### src/rtl/bmhq_ram.sv
// ----------------------------------------------------------------------------
// bmhq_ram
// heap storage: one write port, two registered read ports
// ----------------------------------------------------------------------------
`default_nettype none

module bmhq_ram #(
  parameter int DEPTH = 64,
  parameter int AW    = 6,
  parameter int DW    = 32
) (
  input  wire logic          clk,
  input  wire logic          we,
  input  wire logic [AW-1:0] waddr,
  input  wire logic [DW-1:0] wdata,
  input  wire logic [AW-1:0] raddr0,
  input  wire logic [AW-1:0] raddr1,
  output logic      [DW-1:0] rdata0,
  output logic      [DW-1:0] rdata1
);

  logic [DW-1:0] mem [DEPTH];

  always_ff @(posedge clk) begin
    if (we) begin
      mem[waddr] <= wdata;
    end
    rdata0 <= mem[raddr0];
    rdata1 <= mem[raddr1];
  end

endmodule

`default_nettype wire

### config.mk
export PLATFORM = sky130hd
export DESIGN_NAME = bmhq_ram
export DESIGN_NICKNAME = d
export VERILOG_FILES = /design/src/rtl/bmhq_ram.sv
export SDC_FILE = /design/constraint.sdc
export NUM_CORES = 2
export LEC_CHECK = 0
export BUFFER_PORTS_ARGS = -buffer_cell sky130_fd_sc_hd__buf_2
export CORE_MARGIN = 5
export CORE_UTILIZATION = 40
export DETAILED_ROUTE_END_ITERATION = 12
export GPL_ROUTABILITY_DRIVEN = 0
export PLACE_DENSITY = 0.65
export SETUP_SLACK_MARGIN = 0.05
export SLEW_MARGIN = 20
export SYNTH_ARGS = -nofsm -noshare
export SYNTH_HDL_FRONTEND = slang
export SYNTH_SLANG_ARGS = --single-unit
export TNS_END_PERCENT = 30
### constraint.sdc
create_clock -name clk -period 4.2 [get_ports clk]
set_input_delay 0.21 -clock clk [delete_from_list [all_inputs] [get_ports clk]]
set_output_delay 0.21 -clock clk [all_outputs]
set_load 0.01 [all_outputs]
Yosys cells after proc, flatten, opt, wreduce, memory -nomap -nowiden

Memories as Yosys holds them, arrays and structs flattened. A register that Yosys moved wholly into a read port is not among the register bits.
Cells that the tools add are included.

Memories kept: 1
Output and inout bits: 64
Register bits after elaboration: 0
Bits in writable memories: 2048
Logic and storage cells: 3

Memories:

| memory | words | width | rd ports | clocked after Yosys merged registers in | wr ports | line | text |
|---|---|---|---|---|---|---|---|
| mem    | 64    | 32    | 2        | 2                                       | 1        | 22   | `logic [DW-1:0] mem [DEPTH];` |

Mux-type cells: 2

Operator list:

| cell    | number |
|---|---|
| $mux W1 | 2 |

Longest topological paths before layout

Word-level depth: 2
Mapped depth: 10

Worst setup path before layout

Ideal clock, no wire load.

Kind: input port to flip-flop
From: input port waddr[3]
To: memory mem[48][0], enable pin
Cell stages on the path: 4
Setup slack: 799 ps
Arrival time: 2940 ps
Setup time: 461 ps
Path buffers: 1
Cells stage by stage: clkbuf_1 -> nor2b_1 -> nand4b_1 -> nor3_1

RTL lines:

| item               | line | text |
|---|---|---|
| start: declaration | 14   | `input wire logic [AW-1:0] waddr,` |
| end: declaration   | 22   |  |

Straight into the memory's write port.

==> results by group <==
Yosys
  – Register area share after synthesis: 65.6%
  – Mapped Nets: 4464
  – Seq cells post-synth: 2112
  – Mapped Area: 95700 µm²
  – Syn Area/Cell: 21.7 µm²
  – Netlist cell types: 38
  – Cells after synthesis: 4412
  – Yosys warning count: 0

Critical path
  – Cell mode on critical path: mux4_2
  – Crit path largest cell delay: 0.76 ns
  – Crit path kind: register to register
  – Crit Path Max Fanout: 2
  – Crit path max-delay family: compound AO/OA/AOI/OAI gates
  – Crit-path slowest cell: o22ai_1
  – Crit. End Element: register
  – Worst EP arrival: 3.28 ns
  – Critical-path cell list: mux4_2 > mux4_2 > o22ai_1 > a21oi_1
  – CP required: 4.88 ns
  – Crit start category: register
  – Worst Path Buf+Inv: 0

Clocking
  – Clk sink count: 2112
  – H-tree levels: 4
  – CTS buffer count: 211
  – CTS max path bufs: 3
  – TritonCTS clock tree: yes
  – Reg clk slew, reported paths: 0.06 ns
  – Clock latency on the worst-skew pair: 0.88 ns
  – Post_cts resized: 0
  – Clock root buffer: clkbuf_16

Min path
  – Worst hold path class: primary input to register

Power and ir drop
  – Leakage: 33.9 nW
  – P per Cell Area: 423 nW/µm²
  – Worst IR drop on VDD: 501 µV

GRT
  – Global route total overflow: 0
  – Vias in the first global route: 52.9k
  – GRT Total Usage: 23.7%
  – Initial antenna violation count: 35
  – First-pass GRT wire length: 417 mm
  – Largest net degree at the start of global routing: 72

Routing
  – DRT antenna net count: 0
  – Number of DRC markers in iteration 0: 7192
  – Drt first pass iters: 7
  – WL per Instance: 37.2 µm
  – WL final: 298 mm
  – Vias per cell: 6.55
  – Routed via count: 52.5k
  – DRC Markers: 0

Timing
  – Final slew viol count: 0
  – Hold slack: 0.0683 ns
  – Fmax: 384 MHz
  – Hold Vio Cnt, Final: 0
  – Layout Skew: 0.0369 ns
  – Final worst path period need: 2.61 ns
  – Relative slew slack: 25.2%
  – TNS Setup: 0 ns
  – Worst-Margin Slew: 1.12 ns
  – Fin crit share: 62.0%
  – RSZ-0062 raised after global routing: false
  – Final setup vio count: 0

Layout
  – Commonest non-fill, non-tap cell in the layout: edfxtp_1
  – Commonest non-fill, non-tap cells in the layout: edfxtp_1, mux4_2, clkbuf_16
  – Layout cells sized above 1: 39.1%
  – Fin nets: 4710
  – Area growth, synth to finish: 13.6%
  – Post-route cell area: 109000 µm²

Outcome
  – Status: complete, no violations

Floorplanning
  – Die W: 499 µm
  – Top-Level Pins: 116
  – Die Ht: 499 µm
  – Core Area: 238000 µm²
  – Die area: 249000 µm²
  – Initial Util: 40.2%
  – Placement row count: 179

Job
  – Max-cap viol count: 0

Place
  – Post-DP HPWL: 174 mm
  – IO Port Bufs: 115
  – Dpl cell area: 102000 µm²
==> flip-flops by register name, summed over array words and instances, names as in the netlist <==
register / count
mem: 2048
rdata0: 32
rdata1: 32
==> synthesized netlist by cell type <==
cell type,number,area [µm²]
nand3_1,9,45.0
dfxtp_1,64,1280
mux4_2,1124,25300
o21ai_1,31,155
or2_2,3,18.8
nand4b_1,1,8.76
or3b_2,2,17.5
buf_6,11,124
o32a_1,9,90.1
inv_2,1,3.75
a21oi_1,58,290
edfxtp_1,2048,61500
o22ai_1,56,350
or3_1,2,12.5
nor2_1,94,353
nand2b_1,8,50.1
and2_1,6,37.5
a32oi_1,9,78.8
nand3b_1,6,45.0
nor3_1,3,15.0
o211a_1,1,10.0
o211ai_1,27,203
a22oi_1,85,638
buf_4,55,413
o221ai_1,16,140
a21boi_1,1,7.51
o21ai_0,18,90.1
clkbuf_1,135,507
mux2_2,36,405
o41ai_1,1,8.76
nand4_1,2,12.5
a221oi_1,13,114
a211oi_1,15,113
buf_1,25,93.8
mux2i_1,204,2040
nor2b_1,19,119
buf_2,121,606
nand2_1,93,349
==> per-layer routing <==
metal / vias to the layer above / wire [µm] / track usage [%]
met4: 14 / 12900 / 9.13
met5: - / 95 / 0
met3: 609 / 33800 / 6.07
li1: 20000 / - / -
met2: 3350 / 141000 / 37.6
met1: 28500 / 110000 / 31.7
==> final timing paths <==
kind | from | end | slack [ns] | cells after the start
worst min register to register | mem[30][19] | rdata0[19] | 0.90 | 5
worst min-delay path | raddr1[4] | rdata1[24] | 0.07 | 4
worst max register to register | mem[30][15] | rdata1[15] | 1.59 | 4
worst max-delay path | mem[30][15] | rdata1[15] | 1.59 | 4
==> final cells by class <==
class                           instances  area [µm²]
Tap cell                             3167        3960
Timing Repair Buffer                  380        3530
Sequential cell                      2112       62800
Multi-Input combinational cell       1952       31600
Fill cell                           19700      129000
Clock buffer                          283        5770
Clock inverter                        110         980
Inverter                                1        3.75
Antenna cell                           10        25.0
==> per-stage QoR <==
step / power, mW / util (%) / cells / setup slack [ns]
after floorplan: 26.1 / - / 4412 / 0.799
after global placement: 27.8 / 42.7 / 7580 / 0.869
after detailed placement: 27.8 / 42.7 / 7581 / 0.908
after CTS: 46.1 / 45.6 / 7981 / 1.68
after global routing: 47.2 / 45.7 / 8008 / 1.58
final: 45.9 / 45.7 / 8015 / 1.59
==> report_power, final <==
group	internal [mW]	switching, mW	total [mW]	leakage (nW)
Clock	10.3	8.19	18.5	3.30
Sequential	23.3	0.208	23.5	19.0
Combinational	1.61	2.25	3.86	11.6
==> tightest hold or removal path, delay by kind of cell <==
| family | cells | cell delay [ns] |
|---|---|---|
| AOI/OAI and AO/OA | 2 | 0.23 |
| buffers and inverters | 2 | 0.40 |
==> what timing repair did <==
action,4_1_cts,5_1_grt
hold buffers,7,24
buffers inserted,0,0
hold endpoints to repair,141,1536
==> cells by family after synthesis <==
| family | synth area share (%) |
|---|---|
| flip-flops | 65.6 |
| buffers and inverters | 1.83 |
| AO/OA/AOI/OAI | 2.39 |
| multiplexers | 29.0 |
| AND/OR/NAND/NOR | 1.13 |
(Power assumes the default switching activity.)
